$ cat src/hw/rtl/rwhp_pkg.sv
// Package of the RIFF/WAVE header parser: tags, phase and status codes,
// and the command/status structs between controller and datapath. No dependencies.
package rwhp_pkg;

    localparam logic [31:0] TAG_RIFF = 32'h4646_4952;
    localparam logic [31:0] TAG_WAVE = 32'h4556_4157;
    localparam logic [31:0] TAG_FMT  = 32'h2074_6D66;
    localparam logic [31:0] TAG_DATA = 32'h6174_6164;
    localparam int unsigned MS_PER_SEC = 1000;
    localparam int unsigned FMT_BYTES  = 16;
    localparam int unsigned QUOT_W     = 42;   // data_len*1000 fits in 42 bits

    // configuration register indexes
    localparam logic CFG_EXPECTED_SIZE = 1'b0;
    localparam logic CFG_CHECK_ENABLE  = 1'b1;

    typedef enum logic [3:0] {
        PH_RIFF = 4'd0,
        PH_RLEN = 4'd1,
        PH_WAVE = 4'd2,
        PH_CTAG = 4'd3,
        PH_CLEN = 4'd4,
        PH_BODY = 4'd5,
        PH_DATA = 4'd6,
        PH_PAD  = 4'd7,
        PH_IDLE = 4'd8
    } t_phase;

    typedef enum logic [2:0] {
        ST_OK       = 3'd0,
        ST_NOT_RIFF = 3'd1,
        ST_NOT_WAVE = 3'd2,
        ST_NO_DATA  = 3'd3,
        ST_SIZE     = 3'd4,
        ST_ZERO_RATE = 3'd5,
        ST_TRUNC    = 3'd6
    } t_status;

    // controller -> datapath
    typedef struct packed {
        logic    shift;      // header byte into the word assembler
        logic    dec_riff;
        logic    load_rlen;
        logic    load_tag;
        logic    load_clen;
        logic    body;       // skipped/captured chunk body byte
        logic    data_dec;
        logic    clr_pad;
        logic    emit_pay;
        logic    emit_sum;
        t_status sum_status;
        logic    use_byte;   // summary carries the current byte
        logic    do_div;     // summary needs the duration division
        logic    restart;
    } t_cmd;

    // datapath -> controller
    typedef struct packed {
        logic accept;
        logic last;
        logic word_full;
        logic is_riff;
        logic is_wave;
        logic tag_data;
        logic w_zero;
        logic mismatch;
        logic riff_zero;
        logic riff_end;    // walk bound reaches zero with this byte
        logic chunk_one;
        logic pad;
        logic rate_zero;
    } t_stat;

endpackage

$ cat src/hw/rtl/rwhp_ctrl.sv
// Parse controller of the RIFF/WAVE header parser: phase state machine that
// turns datapath status into commands. Depends on rwhp_pkg.
module rwhp_ctrl
    import rwhp_pkg::*;
(
    input  logic  i_clk,
    input  logic  i_rst_n,
    input  t_stat i_stat,
    output t_cmd  o_cmd
);

    t_phase r_phase, n_phase;
    t_cmd   c;

    function automatic t_cmd f_fin(t_cmd ci, t_status s, logic ub, logic dv, logic lst);
        t_cmd co;
        co            = ci;
        co.emit_sum   = 1'b1;
        co.sum_status = s;
        co.use_byte   = ub;
        co.do_div     = dv;
        co.restart    = lst;
        return co;
    endfunction

    function automatic t_cmd f_fin_data(t_cmd ci, t_stat st, logic ub);
        if (st.rate_zero) return f_fin(ci, ST_ZERO_RATE, ub, 1'b0, st.last);
        return f_fin(ci, ST_OK, ub, 1'b1, st.last);
    endfunction

    // chunk boundary: end of walk, truncation on the last byte, or wait for next tag
    function automatic t_cmd f_boundary(t_cmd ci, t_stat st);
        if (st.riff_end) return f_fin(ci, ST_NO_DATA, 1'b0, 1'b0, st.last);
        if (st.last) return f_fin(ci, ST_TRUNC, 1'b0, 1'b0, 1'b1);
        return ci;
    endfunction

    function automatic t_cmd f_trunc(t_cmd ci, t_stat st, logic ub);
        if (st.last) return f_fin(ci, ST_TRUNC, ub, 1'b0, 1'b1);
        return ci;
    endfunction

    // state register
    always_ff @(posedge i_clk) begin
        if (!i_rst_n) r_phase <= PH_RIFF;
        else          r_phase <= n_phase;
    end

    // command outputs
    always_comb begin
        c = '0;
        if (i_stat.accept) begin
            case (r_phase)
                PH_RIFF, PH_RLEN, PH_WAVE, PH_CTAG, PH_CLEN: begin
                    c.shift    = 1'b1;
                    c.dec_riff = (r_phase == PH_CTAG) || (r_phase == PH_CLEN);
                    if (!i_stat.word_full) begin
                        c = f_trunc(c, i_stat, 1'b0);
                    end else if (r_phase == PH_RIFF) begin
                        if (!i_stat.is_riff) c = f_fin(c, ST_NOT_RIFF, 1'b0, 1'b0, i_stat.last);
                        else                 c = f_trunc(c, i_stat, 1'b0);
                    end else if (r_phase == PH_RLEN) begin
                        c.load_rlen = 1'b1;
                        c = f_trunc(c, i_stat, 1'b0);
                    end else if (r_phase == PH_WAVE) begin
                        if (!i_stat.is_wave)
                            c = f_fin(c, ST_NOT_WAVE, 1'b0, 1'b0, i_stat.last);
                        else if (i_stat.riff_zero)
                            c = f_fin(c, ST_NO_DATA, 1'b0, 1'b0, i_stat.last);
                        else
                            c = f_trunc(c, i_stat, 1'b0);
                    end else if (r_phase == PH_CTAG) begin
                        c.load_tag = 1'b1;
                        c = f_trunc(c, i_stat, 1'b0);
                    end else begin
                        c.load_clen = 1'b1;
                        if (i_stat.tag_data) begin
                            if (i_stat.mismatch)
                                c = f_fin(c, ST_SIZE, 1'b0, 1'b0, i_stat.last);
                            else if (i_stat.w_zero)
                                c = f_fin_data(c, i_stat, 1'b0);
                            else
                                c = f_trunc(c, i_stat, 1'b0);
                        end else if (i_stat.w_zero) begin
                            c = f_boundary(c, i_stat);
                        end else begin
                            c = f_trunc(c, i_stat, 1'b0);
                        end
                    end
                end
                PH_BODY: begin
                    c.dec_riff = 1'b1;
                    c.body     = 1'b1;
                    if (i_stat.chunk_one && !i_stat.pad) c = f_boundary(c, i_stat);
                    else                                 c = f_trunc(c, i_stat, 1'b0);
                end
                PH_DATA: begin
                    c.dec_riff = 1'b1;
                    c.data_dec = 1'b1;
                    if (i_stat.chunk_one)  c = f_fin_data(c, i_stat, 1'b1);
                    else if (i_stat.last)  c = f_fin(c, ST_TRUNC, 1'b1, 1'b0, 1'b1);
                    else                   c.emit_pay = 1'b1;
                end
                PH_PAD: begin
                    c.dec_riff = 1'b1;
                    c.clr_pad  = 1'b1;
                    c = f_boundary(c, i_stat);
                end
                default: begin
                    c.restart = i_stat.last;
                end
            endcase
        end
        o_cmd = c;
    end

    // next phase
    always_comb begin
        n_phase = r_phase;
        if (c.restart) begin
            n_phase = PH_RIFF;
        end else if (c.emit_sum) begin
            n_phase = PH_IDLE;
        end else if (i_stat.accept) begin
            case (r_phase)
                PH_RIFF: if (i_stat.word_full) n_phase = PH_RLEN;
                PH_RLEN: if (i_stat.word_full) n_phase = PH_WAVE;
                PH_WAVE: if (i_stat.word_full) n_phase = PH_CTAG;
                PH_CTAG: if (i_stat.word_full) n_phase = PH_CLEN;
                PH_CLEN: begin
                    if (i_stat.word_full) begin
                        if (i_stat.tag_data)    n_phase = PH_DATA;
                        else if (i_stat.w_zero) n_phase = PH_CTAG;
                        else                    n_phase = PH_BODY;
                    end
                end
                PH_BODY: begin
                    if (i_stat.chunk_one) n_phase = i_stat.pad ? PH_PAD : PH_CTAG;
                end
                PH_DATA: n_phase = PH_DATA;
                PH_PAD:  n_phase = PH_CTAG;
                default: n_phase = PH_IDLE;
            endcase
        end
    end

endmodule

$ cat config.mk
export PLATFORM = sky130hd
export DESIGN_NAME = rwhp_ctrl
export DESIGN_NICKNAME = d
export VERILOG_FILES = /design/src/hw/rtl/rwhp_pkg.sv /design/src/hw/rtl/rwhp_ctrl.sv
export SDC_FILE = /design/constraint.sdc
export NUM_CORES = 1
export LEC_CHECK = 0
export ABC_AREA = 1
export BUFFER_PORTS_ARGS = -buffer_cell sky130_fd_sc_hd__buf_2
export CORE_ASPECT_RATIO = 0.75
export CORE_MARGIN = 4
export CORE_UTILIZATION = 32
export DETAILED_ROUTE_END_ITERATION = 8
export PLACE_DENSITY_LB_ADDON = 0.3
export SKIP_CTS_REPAIR_TIMING = 1
export SLEW_MARGIN = 5
export SYNTH_ARGS = -nofsm -noshare
export SYNTH_HDL_FRONTEND = slang
export SYNTH_SLANG_ARGS = --single-unit
$ cat constraint.sdc
create_clock -name i_clk -period 1.6 [get_ports i_clk]
set_input_delay 0.32 -clock i_clk [delete_from_list [all_inputs] [get_ports i_clk]]
set_output_delay 0.32 -clock i_clk [all_outputs]
set_load 0.02 [all_outputs]
# Word level (Yosys, flattened, before mapping)
# Cells that the tools add are included.
[word_totals]
mem_bits_ro = 0
input_bits = 15
mem_count = 0
ramBits = 0
ff_bits = 4
latch_bits = 0
[op_classes]
n_addsub = 0
order_cmp = 0
bitwise_logic = 1
multipliers = 0
mux = 156
n_div = 0
shift = 0
reduce_logical = 10
n_eq_ne = 19
[ops]
columns = ["operator", "n"]
rows = [
  ["two-way mux 16 bit", 44],
  ["two-way mux 1 bit", 97],
  ["case mux 15 bit (4 select lines)", 1],
  ["two-way mux 4 bit", 8],
  ["case mux 4 bit (8 select lines)", 1],
  ["inequality test 3 bit (second input constant)", 6],
  ["== test 4 x 3 -> 1 bit (second input constant)", 4],
  ["AND reduction 7 bit", 2],
  ["inequality test 2 bit (second input constant)", 6],
  ["two-way mux 3 bit", 3],
  ["== test 4 x 2 -> 1 bit (second input constant)", 2],
  ["two-way mux 7 bit", 1],
  ["OR reduction 5 bit", 1],
  ["== test 4 x 1 -> 1 bit (second input constant)", 1],
  ["zero test 4 bit", 1],
  ["case mux 1 bit (4 select lines)", 1],
  ["OR reduction 3 bit", 1],
  ["nonzero test 2 bit", 1],
  ["OR reduction 2 bit", 1],
  ["logical AND 1 bit", 1],
  ["zero test 1 bit", 1],
  ["logical OR 1 bit", 1],
  ["NOT 1 bit", 1],
]

# Depth between registers and ports, before layout
[depth]
word_depth = 33
ltp_mapped = 16
mapped_depth_nobuf = 16

# Worst setup path before layout
# No wires, ideal clock.
[synth_timing]
kind = "register -> output"
from = "register r_phase[1]"
to = "output port o_cmd[1] in the netlist's numbering"
arrival_ns = 1.432
n_path_buf = 0
slack_ns = -0.152
stages_incl_launch_ff = 7
required_time_ns = 1.280
cell_sequence = "dfxtp_1 inv_1 nor2_2 nand2_1 inv_1 nand2_1 a211oi_1"
[synth_rtl]
columns = ["item", "line_no", "source"]
rows = [
  ["from (decl)", "rwhp_ctrl.sv:12", "t_phase r_phase, n_phase;"],
  ["from (signal assigned)", "rwhp_ctrl.sv:46", "else r_phase <= n_phase;"],
  ["to (decl)", "rwhp_ctrl.sv:9", "output t_cmd o_cmd"],
]

==> results <==
- Summing the areas of all and, or, nand and nor instances in the mapped netlist gives between 50% and 60% of the synthesized area.
- At the pin with the least slew margin, the transition time is 0.470 ns.
- In the routed design, unresolved DRC markers number 0.
- Compared with the post-synthesis result, the final layout area differs by 104%.
- The worst reg2reg path endpoint is r_phase[2]$_SDFFE_PP0P_.
- The initial antenna violation count came to 0.
- The critical path endpoint category is an output port.
- The via count of the first global-routing pass is approximately 1,100.
- The floorplan has 15 rows.
- The start point of the critical path is r_phase[3]$_SDFFE_PP0P_.
- More flip-flops sit in one register than any other, and that register is r_phase.
- The first global-routing pass estimated 4.90 mm of wire.
- TritonCTS built the clock tree.
- The net count after synthesis is 173.
- Clock-pin slew was measured on the worst setup and hold paths at 0.04 ns.
- The clock period minus final worst setup slack is 2.11 ns.
- The final layout contains ~260 nets.
- The number of antenna diodes is 0.
- The starting density of the core is 34.5%.
- In this run the tool buffered the top-level ports with 30 buffer cells.
- In the final layout, the registers with the most flip-flops are r_phase (4).
- The buffering stage count on the worst path with inverters included is 2.
- The detailed router finished its first iteration with 54 violations.
- The x dimension of the die is ~66 um.
- Of the synthesized area, sequential elements account for roughly a tenth.
- The placed wire-length estimate after detailed placement is 2.50 mm.
- The worst register-to-register path begins at r_phase[3]$_SDFFE_PP0P_.
- For this run, the detailed router's first-pass iteration total came to 4.
- Counting stages on the worst path, the most repeated cell is nand2_1.
- The combinational family with the most area after synthesis is simple AND/OR/NAND/NOR gates.
- The setup violation total in the final timing report is 19.
- The cell count after synthesis is ~160.
- The worst endpoint required time is 1.28 ns.
- Entering global routing, the biggest net connects 8 pins.
- The share of the clock period used by the worst path after layout is 132%.
- In the final timing run, aggregate negative setup slack is -5.70 ns.
- For this run, the number of Yosys warnings is 0.
- Derived from the worst setup path, the maximum achievable clock frequency is between 400 and 500 MHz.
- Walking the worst path, the cells encountered are nor2_4 -> nand2_2 -> nand2_2 -> nand2_2 -> nand2_1 -> nand2_1 -> nand2_1 -> nand2_1 -> nand2_1 -> nand2_1 -> nand2_1 -> nand2_2 -> nand2_4 -> inv_2 -> buf_6.
- For this run, the total global-route usage over all layers was measured as 18.1%.
- The root buffer selected by CTS is clkbuf_4.
- The critical path crosses 15 cells after its start point.
- The library cells used most frequently in the layout, excluding fill and tap cells, are 53 x buf_4, 32 x nand2_1, 19 x buf_2, 18 x inv_1.
- The areal power density over the cells is approximately 370 nW/um2.
- After detailed routing, the average wire length per cell comes to 13.0 um.
- The count of pins on the block boundary is 31.
- The clock reaches the later pin of the worst-skew pair after 0.24 ns.
- The H-tree depth is 1.
- Of the post-synthesis cell area, the part taken by muxes is 0%.
- The category of the worst setup path launch point is a flop.
- The flip-flop and latch count after synthesis is 4.
- In this run the standard cell core region covers 2350 um2.
- At the end of routability-driven placement, the weighted congestion stood at 0.978.
- The checks that failed: setup timing.
- STA puts the critical path data arrival time at 1.79 ns.
- The worst pin sits at a relative slew slack of 68.7%.
- The die is 51.6 um tall.
- After layout, the worst setup slack is -0.510 ns.
- The hold violation count in the final report is 0.
- The path class of the tightest hold or removal check is in -> reg.
- The worst slack at placement is -0.276 ns.
- The post-route netlist has between 50% and 60% of its cells at a drive strength greater than 1.
- The total overflow left after global routing is 0.
- The run finished, with violations left.
- The tool flagged a number of max-cap violations equal to 0.
- The number of buffers created by CTS is 3.
- The worst-case clock skew is 0.00322 ns.
- The library cell used most frequently in the layout, excluding fill and tap cells, is buf_4.
- The highest ir drop seen on vdd is 0.251 mV.
- The synthesized-area fraction occupied by xor and xnor cells is 0%.
- The most critical setup path has its endpoint at o_cmd[6].
- Dividing the detail-routed via count by the number of cells gives 4.99.
- The die covers 3410 um2.
- The cell with the largest stage delay on the worst path is dfxtp_2.
- The tree built by TritonCTS fans out to 4 sinks.
- The register with the most flip-flops in the layout has 4 of them.
- The static leakage is 0.867 nW.
- The number of different library cells in the post-synthesis netlist is 23.
- The routed layout has 1,376 vias.
- In this design, the stage delay of the slowest critical-path cell is about 0.33 ns.
- The post-synthesis compound-gate area fraction is 24.1%.
- The clock passes through at most 2 buffers.
- The final max-slew violation count came to 0.
- After synthesis the cells add up to 810 um2.
- Setup slack on the worst reg-to-reg path comes out at -0.50 ns.
- The average instance in the mapped netlist occupies 5.12 um2.
- The cell family contributing the most delay on the critical path is simple AND/OR/NAND/NOR gates.
- For this block, the routed nets add up to about 3.6 mm of wire.
- For the worst flop-to-flop path, the logic depth is 16.
- The worst-path maximum fanout is 7.
- The worst setup path is of the reg -> out kind.
- Setup repair after global routing could not meet its margin everywhere.
- The post-detailed-route count of antenna-violating nets is 0.
- The area share of fa/ha/maj cells after synthesis is 0%.
## metrics by stage
stage               area [um2]  power [mW]  cells  utilization, %  hold slack, ns
floorplan                  853       0.265    158               -           0.466
CTS                       1380       0.536    266            58.7           0.336
detailed placement        1350       0.406    263            57.7           0.584
global route              1650       0.644    276            70.3           0.349
finish                    1650       0.603    276            70.3           0.340
global placement          1350       0.403    263            57.7           0.583
## cells in the mapped netlist, drive strengths merged
| cell | instances | share of area [%] |
|---|---|---|
| buf | 1 | 0.62 |
| a21oi | 11 | 7.3 |
| nand3b | 1 | 0.93 |
| o21ai | 21 | 13 |
| a41oi | 1 | 1.1 |
| nand4 | 1 | 0.77 |
| nor2 | 28 | 18 |
| nand2 | 44 | 24 |
| a21boi | 2 | 1.9 |
| nand3 | 6 | 3.7 |
| a211oi | 1 | 0.93 |
| dfxtp | 4 | 9.9 |
| nor4 | 1 | 0.77 |
| nor3 | 7 | 4.3 |
| inv | 29 | 13 |
## power by group
| part | switching, mW | internal [mW] | total, mW |
|---|---|---|---|
| Clock | 0.0402 | 0.0838 | 0.124 |
| Sequential | 0.00676 | 0.103 | 0.109 |
| Combinational | 0.199 | 0.170 | 0.370 |
## area by class of cell
cell class              instances  area (um2)
inverters                      29         114
flip-flops and latches          4        90.1
multi-input cells             124         774
repair buffers                 82         606
fillers                       161         697
well taps                      34        42.5
clock buffers                   3        22.5
## worst register-to-register path: cells and delay by family (launching register included)
family	cells	cell delay [ns]
simple gates	8	0.75
flops	1	0.33
buf+inv	7	0.78
compound gates	1	0.12
## worst min-delay path by stage
stage / cells after the start / slack (ns) / startpoint / end
finish: 3 / 0.34 / i_rst_n / r_phase[3]$_SDFFE_PP0P_
global route: 3 / 0.35 / i_rst_n / r_phase[3]$_SDFFE_PP0P_
CTS: 3 / 0.34 / i_rst_n / r_phase[3]$_SDFFE_PP0P_
detailed placement: 3 / 0.58 / i_rst_n / r_phase[3]$_SDFFE_PP0P_
global placement: 3 / 0.58 / i_rst_n / r_phase[3]$_SDFFE_PP0P_
floorplan: 2 / 0.47 / i_rst_n / r_phase[3]$_SDFFE_PP0P_
## cells by family after synthesis
family,Yosys count
AO/OA/AOI/OAI,36
buffers and inverters,30
AND/OR/NAND/NOR,88
flip-flops,4
## layer usage
| layer | track usage [%] | wire length, um |
|---|---|---|
| met1 | 25.7 | 1580 |
| met2 | 29.5 | 1600 |
| met3 | 3.46 | 285 |
| met4 | 2.03 | 123 |
| met5 | 0 | 0 |
Note: power is estimated with default switching activity, not from simulation.
