File: config.mk
export PLATFORM = sky130hd
export DESIGN_NAME = rwhp_datapath
export DESIGN_NICKNAME = d
export VERILOG_FILES = /design/src/hw/rtl/rwhp_pkg.sv /design/src/hw/rtl/rwhp_datapath.sv
export SDC_FILE = /design/constraint.sdc
export NUM_CORES = 1
export LEC_CHECK = 0
export BUFFER_PORTS_ARGS = -buffer_cell sky130_fd_sc_hd__buf_2
export CAP_MARGIN = 10
export CELL_PAD_IN_SITES_DETAIL_PLACEMENT = 0
export CELL_PAD_IN_SITES_GLOBAL_PLACEMENT = 2
export CORE_UTILIZATION = 38
export CTS_BUF_LIST = sky130_fd_sc_hd__clkbuf_8
export CTS_CLUSTER_SIZE = 10
export DETAILED_ROUTE_END_ITERATION = 12
export GPL_ROUTABILITY_DRIVEN = 0
export PLACE_DENSITY_LB_ADDON = 0.08
export SYNTH_ARGS = -nofsm -noshare
export SYNTH_HDL_FRONTEND = slang
export SYNTH_SLANG_ARGS = --single-unit
File: constraint.sdc
create_clock -name i_clk -period 6.04 [get_ports i_clk]
set_input_delay 0.604 -clock i_clk [delete_from_list [all_inputs] [get_ports i_clk]]
set_output_delay 0.604 -clock i_clk [all_outputs]
set_load 0.05 [all_outputs]
File: src/hw/rtl/rwhp_pkg.sv
// Package of the RIFF/WAVE header parser: tags, phase and status codes,
// and the command/status structs between controller and datapath. No dependencies.
package rwhp_pkg;

    localparam logic [31:0] TAG_RIFF = 32'h4646_4952;
    localparam logic [31:0] TAG_WAVE = 32'h4556_4157;
    localparam logic [31:0] TAG_FMT  = 32'h2074_6D66;
    localparam logic [31:0] TAG_DATA = 32'h6174_6164;
    localparam int unsigned MS_PER_SEC = 1000;
    localparam int unsigned FMT_BYTES  = 16;
    localparam int unsigned QUOT_W     = 42;   // data_len*1000 fits in 42 bits

    // configuration register indexes
    localparam logic CFG_EXPECTED_SIZE = 1'b0;
    localparam logic CFG_CHECK_ENABLE  = 1'b1;

    typedef enum logic [3:0] {
        PH_RIFF = 4'd0,
        PH_RLEN = 4'd1,
        PH_WAVE = 4'd2,
        PH_CTAG = 4'd3,
        PH_CLEN = 4'd4,
        PH_BODY = 4'd5,
        PH_DATA = 4'd6,
        PH_PAD  = 4'd7,
        PH_IDLE = 4'd8
    } t_phase;

    typedef enum logic [2:0] {
        ST_OK       = 3'd0,
        ST_NOT_RIFF = 3'd1,
        ST_NOT_WAVE = 3'd2,
        ST_NO_DATA  = 3'd3,
        ST_SIZE     = 3'd4,
        ST_ZERO_RATE = 3'd5,
        ST_TRUNC    = 3'd6
    } t_status;

    // controller -> datapath
    typedef struct packed {
        logic    shift;      // header byte into the word assembler
        logic    dec_riff;
        logic    load_rlen;
        logic    load_tag;
        logic    load_clen;
        logic    body;       // skipped/captured chunk body byte
        logic    data_dec;
        logic    clr_pad;
        logic    emit_pay;
        logic    emit_sum;
        t_status sum_status;
        logic    use_byte;   // summary carries the current byte
        logic    do_div;     // summary needs the duration division
        logic    restart;
    } t_cmd;

    // datapath -> controller
    typedef struct packed {
        logic accept;
        logic last;
        logic word_full;
        logic is_riff;
        logic is_wave;
        logic tag_data;
        logic w_zero;
        logic mismatch;
        logic riff_zero;
        logic riff_end;    // walk bound reaches zero with this byte
        logic chunk_one;
        logic pad;
        logic rate_zero;
    } t_stat;

endpackage

File: src/hw/rtl/rwhp_datapath.sv
// Datapath of the RIFF/WAVE header parser: word assembler, chunk counters,
// fmt capture, config registers, duration divider and output register. Uses rwhp_pkg.
module rwhp_datapath
    import rwhp_pkg::*;
(
    input  logic          i_clk,
    input  logic          i_rst_n,
    input  logic          i_s_tvalid,
    output logic          o_s_tready,
    input  logic [7:0]    i_byte,
    input  logic          i_last,
    output logic          o_m_tvalid,
    input  logic          i_m_tready,
    output logic [223:0]  o_m_tdata,
    output logic          o_m_tuser,
    input  logic          i_cfg_valid,
    input  logic          i_cfg_index,
    input  logic [31:0]   i_cfg_data,
    input  t_cmd          i_cmd,
    output t_stat         o_stat
);

    localparam int unsigned OFF_W = $clog2(FMT_BYTES) + 1;
    localparam int unsigned CNT_W = $clog2(QUOT_W + 1);

    // parse state
    logic [31:0] r_word;
    logic [1:0]  r_fbc;
    logic [31:0] r_tag, r_riff, r_chunk;
    logic        r_pad;
    logic [OFF_W-1:0] r_off;
    logic [7:0]  r_fmt [FMT_BYTES];
    logic [7:0]  n_fmt [FMT_BYTES];
    logic [15:0] r_fmt_len, n_fmt_len;
    logic [31:0] r_data_len, n_data_len;
    logic [31:0] r_exp;
    logic        r_chk_en;

    // output register
    logic        r_out_valid, r_kind;
    logic [7:0]  r_pbyte;
    t_status     r_status;
    logic [15:0] r_ftag, r_chan, r_balign, r_bits, r_flen;
    logic [31:0] r_srate, r_avg, r_dlen, r_dur;

    // divider
    logic              r_busy;
    logic [QUOT_W-1:0] r_dq, n_dq;
    logic [31:0]       r_rem;
    logic [CNT_W-1:0]  r_cnt;
    logic [32:0]       w_trial;
    logic              w_ge;

    logic [31:0] w_word, w_rate;
    logic        w_accept;
    logic [QUOT_W-1:0] w_dl, w_prod;

    assign w_word     = {i_byte, r_word[31:8]};
    assign o_s_tready = !r_busy && (!r_out_valid || i_m_tready);
    assign w_accept   = i_s_tvalid && o_s_tready;

    // next captured values, seen by the summary of this same byte
    always_comb begin
        for (int k = 0; k < FMT_BYTES; k++) n_fmt[k] = r_fmt[k];
        if (i_cmd.body && !r_off[OFF_W-1] && (r_tag == TAG_FMT))
            n_fmt[r_off[OFF_W-2:0]] = i_byte;
        n_fmt_len  = (i_cmd.load_clen && r_tag == TAG_FMT) ? w_word[15:0] : r_fmt_len;
        n_data_len = (i_cmd.load_clen && r_tag == TAG_DATA) ? w_word : r_data_len;
    end

    assign w_rate = {n_fmt[11], n_fmt[10], n_fmt[9], n_fmt[8]};

    // status toward the controller
    always_comb begin
        o_stat.accept    = w_accept;
        o_stat.last      = i_last;
        o_stat.word_full = (r_fbc == 2'd3);
        o_stat.is_riff   = (w_word == TAG_RIFF);
        o_stat.is_wave   = (w_word == TAG_WAVE);
        o_stat.tag_data  = (r_tag == TAG_DATA);
        o_stat.w_zero    = (w_word == 32'd0);
        o_stat.mismatch  = r_chk_en && (w_word != r_exp);
        o_stat.riff_zero = (r_riff == 32'd0);
        o_stat.riff_end  = (r_riff <= 32'd1);
        o_stat.chunk_one = (r_chunk == 32'd1);
        o_stat.pad       = r_pad;
        o_stat.rate_zero = (w_rate == 32'd0);
    end

    // configuration registers
    always_ff @(posedge i_clk) begin
        if (!i_rst_n) begin
            r_exp    <= '0;
            r_chk_en <= 1'b1;
        end else if (i_cfg_valid) begin
            case (i_cfg_index)
                CFG_EXPECTED_SIZE: r_exp    <= i_cfg_data;
                CFG_CHECK_ENABLE:  r_chk_en <= i_cfg_data[0];
                default:           r_exp    <= r_exp;
            endcase
        end
    end

    // parse registers
    always_ff @(posedge i_clk) begin
        if (!i_rst_n || i_cmd.restart) begin
            r_word     <= '0;
            r_fbc      <= '0;
            r_tag      <= '0;
            r_riff     <= '0;
            r_chunk    <= '0;
            r_pad      <= 1'b0;
            r_off      <= '0;
            r_fmt_len  <= '0;
            r_data_len <= '0;
            for (int k = 0; k < FMT_BYTES; k++) r_fmt[k] <= '0;
        end else begin
            if (i_cmd.shift) begin
                r_word <= (r_fbc == 2'd3) ? 32'd0 : w_word;
                r_fbc  <= r_fbc + 2'd1;
            end
            if (i_cmd.load_rlen)
                r_riff <= w_word - 32'd4;
            else if (i_cmd.dec_riff && r_riff != 32'd0)
                r_riff <= r_riff - 32'd1;
            if (i_cmd.load_tag) r_tag <= w_word;
            if (i_cmd.load_clen) begin
                r_chunk <= w_word;
                r_pad   <= w_word[0];
                r_off   <= '0;
            end else begin
                if (i_cmd.body || i_cmd.data_dec) r_chunk <= r_chunk - 32'd1;
                if (i_cmd.clr_pad) r_pad <= 1'b0;
                if (i_cmd.body && !r_off[OFF_W-1]) r_off <= r_off + 1'b1;
            end
            for (int k = 0; k < FMT_BYTES; k++) r_fmt[k] <= n_fmt[k];
            r_fmt_len  <= n_fmt_len;
            r_data_len <= n_data_len;
        end
    end

    // data_len * 1000 as shifts: x*1024 - x*16 - x*8
    assign w_dl   = {{(QUOT_W-32){1'b0}}, n_data_len};
    assign w_prod = (w_dl << 10) - (w_dl << 4) - (w_dl << 3);

    // restoring divider step, one quotient bit per cycle
    assign w_trial = {r_rem, r_dq[QUOT_W-1]};
    assign w_ge    = (w_trial >= {1'b0, r_avg});
    assign n_dq    = {r_dq[QUOT_W-2:0], w_ge};

    always_ff @(posedge i_clk) begin
        if (!i_rst_n) begin
            r_busy <= 1'b0;
            r_cnt  <= '0;
        end else if (i_cmd.emit_sum && i_cmd.do_div) begin
            r_busy <= 1'b1;
            r_cnt  <= CNT_W'(QUOT_W);
        end else if (r_busy) begin
            r_cnt <= r_cnt - 1'b1;
            if (r_cnt == CNT_W'(1)) r_busy <= 1'b0;
        end
    end

    always_ff @(posedge i_clk) begin
        if (i_cmd.emit_sum && i_cmd.do_div) begin
            r_dq  <= w_prod;
            r_rem <= '0;
        end else if (r_busy) begin
            r_dq  <= n_dq;
            r_rem <= w_ge ? 32'(w_trial - {1'b0, r_avg}) : w_trial[31:0];
        end
    end

    // output register valid
    always_ff @(posedge i_clk) begin
        if (!i_rst_n) begin
            r_out_valid <= 1'b0;
        end else begin
            if (r_out_valid && i_m_tready) r_out_valid <= 1'b0;
            if (i_cmd.emit_pay || (i_cmd.emit_sum && !i_cmd.do_div)) r_out_valid <= 1'b1;
            if (r_busy && r_cnt == CNT_W'(1)) r_out_valid <= 1'b1;
        end
    end

    // output payload
    always_ff @(posedge i_clk) begin
        if (i_cmd.emit_pay) begin
            r_kind   <= 1'b0;
            r_pbyte  <= i_byte;
            r_status <= ST_OK;
            r_ftag   <= '0;
            r_chan   <= '0;
            r_srate  <= '0;
            r_avg    <= '0;
            r_balign <= '0;
            r_bits   <= '0;
            r_flen   <= '0;
            r_dlen   <= '0;
            r_dur    <= '0;
        end else if (i_cmd.emit_sum) begin
            r_kind   <= 1'b1;
            r_pbyte  <= i_cmd.use_byte ? i_byte : 8'd0;
            r_status <= i_cmd.sum_status;
            r_ftag   <= {n_fmt[1], n_fmt[0]};
            r_chan   <= {n_fmt[3], n_fmt[2]};
            r_srate  <= {n_fmt[7], n_fmt[6], n_fmt[5], n_fmt[4]};
            r_avg    <= w_rate;
            r_balign <= {n_fmt[13], n_fmt[12]};
            r_bits   <= {n_fmt[15], n_fmt[14]};
            r_flen   <= n_fmt_len;
            r_dlen   <= n_data_len;
            r_dur    <= '0;
        end else if (r_busy && r_cnt == CNT_W'(1)) begin
            // saturate a quotient above 32 bits
            r_dur <= (|n_dq[QUOT_W-1:32]) ? 32'hFFFF_FFFF : n_dq[31:0];
        end
    end

    assign o_m_tvalid = r_out_valid;
    assign o_m_tuser  = r_kind;
    assign o_m_tdata  = {5'd0, r_dur, r_dlen, r_flen, r_bits, r_balign, r_avg, r_srate,
                         r_chan, r_ftag, r_status, r_pbyte};

endmodule

Word-level counts from Yosys, hierarchy flattened

Memories as Yosys holds them, arrays and structs flattened.
Index checks and enable logic that the tools add are counted.

Register bits after elaboration: 519
RAM bits: 128
Input bits: 63
Word-level logic and storage cells: 155
Memories kept: 1

Reductions and logical operators: 38
Multiplexer cells: 47
Bitwise operators: 19
Equality and inequality tests: 8
Add/sub/neg operators: 9
Order comparisons: 4

Memory list:

| memory | words | bits a word | rd ports | clocked after memory_dff | write ports | line                | RTL |
|---|---|---|---|---|---|---|---|
| r_fmt  | 16    | 8           | 16       | 0                        | 16          | rwhp_datapath.sv:32 | `logic [7:0] r_fmt [FMT_BYTES];` |

Operators with widths:

| kind                                                                   | number |
|---|---|
| 32-bit two-way mux                                                     | 8 |
| 8-bit two-way mux                                                      | 20 |
| 128-bit bitwise mux                                                    | 1 |
| 128-bit two-way mux                                                    | 1 |
| 32-bit by 31-bit == test with 1-bit output, second input constant      | 3 |
| 32-bit zero test                                                       | 3 |
| 42-bit two-way mux                                                     | 2 |
| 32-bit by 1-bit subtractor with 32-bit output, second input constant   | 2 |
| 42-bit by 35-bit subtractor with 42-bit output                         | 1 |
| 42-bit by 36-bit subtractor with 42-bit output                         | 1 |
| 33-bit by 32-bit greater-or-equal comparator with 1-bit output         | 1 |
| 8-bit demux with 4-bit select                                          | 1 |
| 32-bit by 1-bit == test with 1-bit output, second input constant       | 1 |
| 32-bit by 30-bit == test with 1-bit output, second input constant      | 1 |
| 32-bit by 1-bit <= comparator with 1-bit output, second input constant | 1 |
| 32-bit inequality test                                                 | 1 |
| 32-bit nonzero test                                                    | 1 |
| 32-bit by 3-bit subtractor with 32-bit output, second input constant   | 1 |
| 32-bit subtractor                                                      | 1 |
| 16-bit two-way mux                                                     | 1 |
| 1-bit OR                                                               | 16 |
| 1-bit logical AND                                                      | 13 |
| 6-bit two-way mux                                                      | 2 |
| 1-bit two-way mux                                                      | 11 |
| 16 further kinds                                                       | 31 |

Logic depth before layout (Yosys ltp)

Depth after elaboration: 8
Depth in mapped cells: 24

Least setup slack after synthesis

No wires, ideal clock.

Kind: reg2reg
Start point: register r_tag[31]
End point: register r_dq[40] (data pin)
Arrival time: 5.100 ns
Buffers on the path: 4
Setup slack: 0.679 ns
Stages on the path, launching flop included: 22
Path through: dfxtp_1 or4b_1 nor4_2 and3_1 buf_2 buf_2 buf_1 mux2i_1 fa_1 ha_1 clkbuf_1 a21o_1 a21o_1 a21o_1 a21o_1 a21oi_1 nand2_1 a21oi_1 o21ai_1 o41ai_2 nor3_1 a221o_1

Cells in the longest elaborated chain, start to end: 6

Ends and longest elaborated chain:

| what                                               | line                 | RTL |
|---|---|---|
| start: declaration                                 | rwhp_datapath.sv:29  | `logic [31:0] r_tag, r_riff, r_chunk;` |
| start signal: assignment                           | rwhp_datapath.sv:126 | `if (i_cmd.load_tag) r_tag <= w_word;` |
| 32-bit by 31-bit == test with 1-bit output (*)     | rwhp_datapath.sv:68  | `n_data_len = (i_cmd.load_clen && r_tag == TAG_DATA) ? w_word : r_data_len;` |
| 1-bit logical AND (*)                              | rwhp_datapath.sv:68  |  |
| 32-bit two-way mux (*)                             | rwhp_datapath.sv:68  |  |
| 42-bit by 36-bit subtractor with 42-bit output     | rwhp_datapath.sv:144 | `assign w_prod = (w_dl << 10) - (w_dl << 4) - (w_dl << 3);` |
| 42-bit by 35-bit subtractor with 42-bit output (*) | rwhp_datapath.sv:144 |  |
| 42-bit two-way mux (*)                             | rwhp_datapath.sv:165 | `if (i_cmd.emit_sum && i_cmd.do_div) begin` |
| end signal: assignment                             | rwhp_datapath.sv:166 | `r_dq <= w_prod;` |
| end signal: assignment                             | rwhp_datapath.sv:169 | `r_dq <= n_dq;` |
| end: declaration                                   | rwhp_datapath.sv:48  | `logic [QUOT_W-1:0] r_dq, n_dq;` |

Mark *: on every way between the ends. The rest lies on a longest branch, timed or not.
A chain may end at the register's enable or synchronous reset.

Worst setup path after layout

Start point: register r_tag[15]
End point: register r_dq[39] (data pin)

Cells in the longest elaborated chain, start to end: 6

Ends and longest elaborated chain:

| what                                               | line                 | RTL |
|---|---|---|
| 32-bit by 31-bit == test with 1-bit output (*)     | rwhp_datapath.sv:68  |  |
| 1-bit logical AND (*)                              | rwhp_datapath.sv:68  |  |
| 32-bit two-way mux (*)                             | rwhp_datapath.sv:68  |  |
| named net n_data_len[3]                            | rwhp_datapath.sv:35  | `logic [31:0] r_data_len, n_data_len;` |
| 42-bit by 36-bit subtractor with 42-bit output     | rwhp_datapath.sv:144 |  |
| 42-bit by 35-bit subtractor with 42-bit output (*) | rwhp_datapath.sv:144 |  |
| 42-bit two-way mux (*)                             | rwhp_datapath.sv:165 |  |

The timed path passes the listed nets; every way through them passes the cells marked *.

==> results.py <==
metrics = {
    "synthesis": {
        "synth_area_leaders": "dfxtp_1 39%, mux2i_1 7.4%, nor2_1 7.1%",
        "yosysWarnings": 0,
        "synth_top_area_share": 0.390,
        "synth_area_leader_cell": "dfxtp_1",
        "syn_inst": 3390,
        "synth_edf_count": 50,
        "netlist-cell-type-count": 89,
        "ys_seq_area_frac": 0.440,
        "synth_seq_cells": 639,
        "synth_area_per_cell_sq_um": 8.91,
        "async_reset_ff_frac": 0,
        "synth_area_sq_um": 30200,
        "synth_flop_cell": "dfxtp_1",
    },
    "clock_tree": {
        "htree_num_levels": 3,
        "cts_buffers": 114,
        "clockRootBuffer": "clkbuf_8",
        "cts_tree": "yes",
        "clock_sinks": 639,
        "post-cts-setup-buffers": 0,
        "clk_path_buf_depth": 3,
        "clkTransAtPathRegs_ns": 0.06,
        "insertion_delay_ns": 0.78,
        "holdBufCountCts": 0,
    },
    "detailed_routing": {
        "drt_iter0_markers": 1262,
        "vias": 24900,
        "postRouteWirelength_um": 95200,
        "drcViolationCount": 0,
        "vias_per_cell": 5.24,
        "wl_per_cell_um": 20.0,
        "ant_nets": 0,
        "firstDrtPassIters": 5,
    },
    "floorplanning": {
        "dieArea_sq_um": 80600,
        "core-area_sq_um": 78900,
        "rows": 103,
        "die_y_um": 284,
        "io-pin-count": 303,
        "start_util": 0.383,
        "die_w_um": 284,
    },
    "timing": {
        "tightest_slew_ns": 1.13,
        "rsz0062_at_grt": "no",
        "timing_hold_violations_final": 0,
        "timing.fmax_mhz": 175,
        "fin_crit_sh": 0.946,
        "fin_skew_ns": 0.0717,
        "relSlewSlack": 0.247,
        "fin_crit_ns": 5.71,
        "setup-tns-final_ns": 0,
        "worst_slack_ns": 0.328,
        "finalSetupViolations": 0,
        "drv_slew": 0,
    },
    "critical_path": {
        "path_cells": "or4_1, nor3_1, and3_2, buf_4, mux2i_1, inv_1, ha_1, a21o_1, ha_1, a21oi_1, o21ai_0, a2111oi_0, a21oi_1, o21ai_0, o211ai_1, a21oi_1, o21bai_1, a21oi_1, xor2_1, o21ai_0",
        "cp.required_ns": 6.50,
        "critPathMaxStageDelay_ns": 0.53,
        "cpLargestDelayFamily": "compound AO/OA/AOI/OAI gates",
        "reg2reg_from": "r_tag[15]",
        "r2r_slack_ns": 0.33,
        "critPathBufInv": 2,
        "cp-endpoint": "r_dq[39]",
        "crit_cells": 20,
        "crit_start": "r_tag[15]",
        "cp.arrival_ns": 6.17,
        "cpMaxStageDelayCell": "or4_1",
        "ff2ff_path_depth": 20,
        "timing.rr.end": "r_dq[39]",
        "worst_setup_path_end_kind": "register",
        "crit_type": "register to register",
        "worst-path-max-fanout": 14,
        "crit_top_cell": "a21oi_1",
        "start_kind": "register",
    },
    "layout": {
        "area_delta_synth_final_pct": 15.9,
        "nets": 3785,
        "fin_util": 0.444,
        "drive_above_1_share": 0.163,
    },
    "outcome": {
        "status": "finished, final reports clean",
    },
    "placement": {
        "pre_cts_slack_ns": 0.283,
        "port_buffers": 295,
        "place_hpwl_um": 64300,
    },
    "worst_hold_path": {
        "hp-class": "input pin to register",
    },
    "global_routing": {
        "grt_pass1_vias": 24400,
        "grt_pass1_wl_um": 145000,
        "overflow": 0,
        "grt_max_degree": 243,
        "gr-usage-all-layers": 0.230,
        "antenna_found_initial": 13,
    },
    "pwr": {
        "power.leakage_uw": 0.0152,
        "power.density_nw_per_um2": 315,
        "peakVddDrop_mv": 0.188,
        "finalPower_uw": 11000,
    },
    "run": {
        "maxCapViolCount": 0,
    },
}
per-stage QoR:
stage                     hold WS [ns]  cell area, sq um  instances
after floorplan                  0.433             30200       3394
after global placement           0.449             32600       4544
after detailed placement         0.465             32600       4544
after CTS                       0.0351             35000       4745
after global routing            0.0730             35000       4751
final                            0.100             35000       4752
worst reg2reg max path: cells and delay by family (launching register included):
kind	cells	cell delay, ns
AO/OA/AOI/OAI	11	2.24
XOR/XNOR	1	0.16
adder cells (fa/ha/maj)	2	0.60
buffers and inverters	2	0.49
flip-flops	1	0.31
multiplexers	1	0.28
AND/OR/NAND/NOR	3	1.32
layout by cell type (no fill, tap or decap), drive strengths merged, types with 100 or more instances in the layout:
master / count
o21ai: 118
nand2: 221
inv: 145
xnor2: 116
a21oi: 198
ha: 100
nor2: 573
dfxtp: 589
clkbuf: 146
buf: 362
a211oi: 207
mux2i: 222
worst min path at each step:
stage                             start   endpoint  slack [ns]  depth (start not counted)
after floorplan                r_chk_en   r_chk_en        0.43                          2
final                     i_cfg_data[2]   r_exp[2]        0.10                          3
after global routing      i_cfg_data[2]   r_exp[2]        0.07                          3
after global placement        o_m_tuser  o_m_tuser        0.45                          2
after detailed placement      o_m_tuser  o_m_tuser        0.46                          2
after CTS                 i_cfg_data[2]   r_exp[2]        0.04                          3
registers in the layout, summed over array words and instances, names as in the netlist, 24 cells and up:
register    cells
r_dur          32
r_word         24
r_exp          32
r_fmt         128
r_riff         32
r_rem          32
r_avg          32
r_chunk        32
r_tag          32
r_srate        32
r_data_len     32
r_dq           42
r_dlen         32
kinds of logic (layout without fill, tap and decap cells):
| logic type | after synthesis | after routing | synth area share |
|---|---|---|---|
| muxes | 225 | 225 | 0.0747 |
| adders and majority gates | 112 | 112 | 0.0494 |
| xor gates and xnor gates | 196 | 196 | 0.0568 |
| DFF | 639 | 639 | 0.440 |
| and+or+nand+nor | 1111 | 1111 | 0.168 |
| other | 1 | 12 | 0.000124 |
| buffers and inverters | 374 | 675 | 0.0485 |
| AOI/OAI and AO/OA | 732 | 732 | 0.162 |
final cells by class:
class / count / area (sq um)
inverters: 112 / 420
clock inverters: 55 / 417
diodes: 7 / 17.5
repair buffers: 362 / 2020
clock buffers: 146 / 2010
well taps: 1050 / 1310
multi-input cells: 2381 / 15500
flip-flops and latches: 639 / 13300
fillers: 7937 / 43900
cell usage after synthesis (34+ instances only):
cell      count
nand2b_1     34
nor3_1       47
nor2_1      572
a211oi_1    206
dfxtp_1     589
nand2_1     221
clkbuf_1    214
edfxtp_1     50
a21o_1       50
xnor2_1     116
mux2i_1     222
ha_1        100
o21ai_0      99
xor2_1       80
a21boi_0     36
a21oi_1     198
inv_1       111
where the power goes:
group          switching, uW  leakage (uW)  internal [uW]  total (uW)
registers                161       0.00530           4480        4640
clock network           1940       0.00137           2280        4220
logic                   1390       0.00854            785        2180
repair_timing:
item / CTS / global route
endpoints found under the setup margin: 0 / 1
hold endpoints to repair: 0 / 0
gates resized for setup: 0 / 1
routing by layer:
layer / vias to the layer above / global-route usage / share of wire
met1: 12000 / 0.318 / 0.48
li1: 12300 / - / -
met2: 524 / 0.352 / 0.44
met5: - / 0 / 0.00025
met4: 4 / 0.0869 / 0.031
met3: 157 / 0.0466 / 0.047
(Power assumes the default switching activity.)
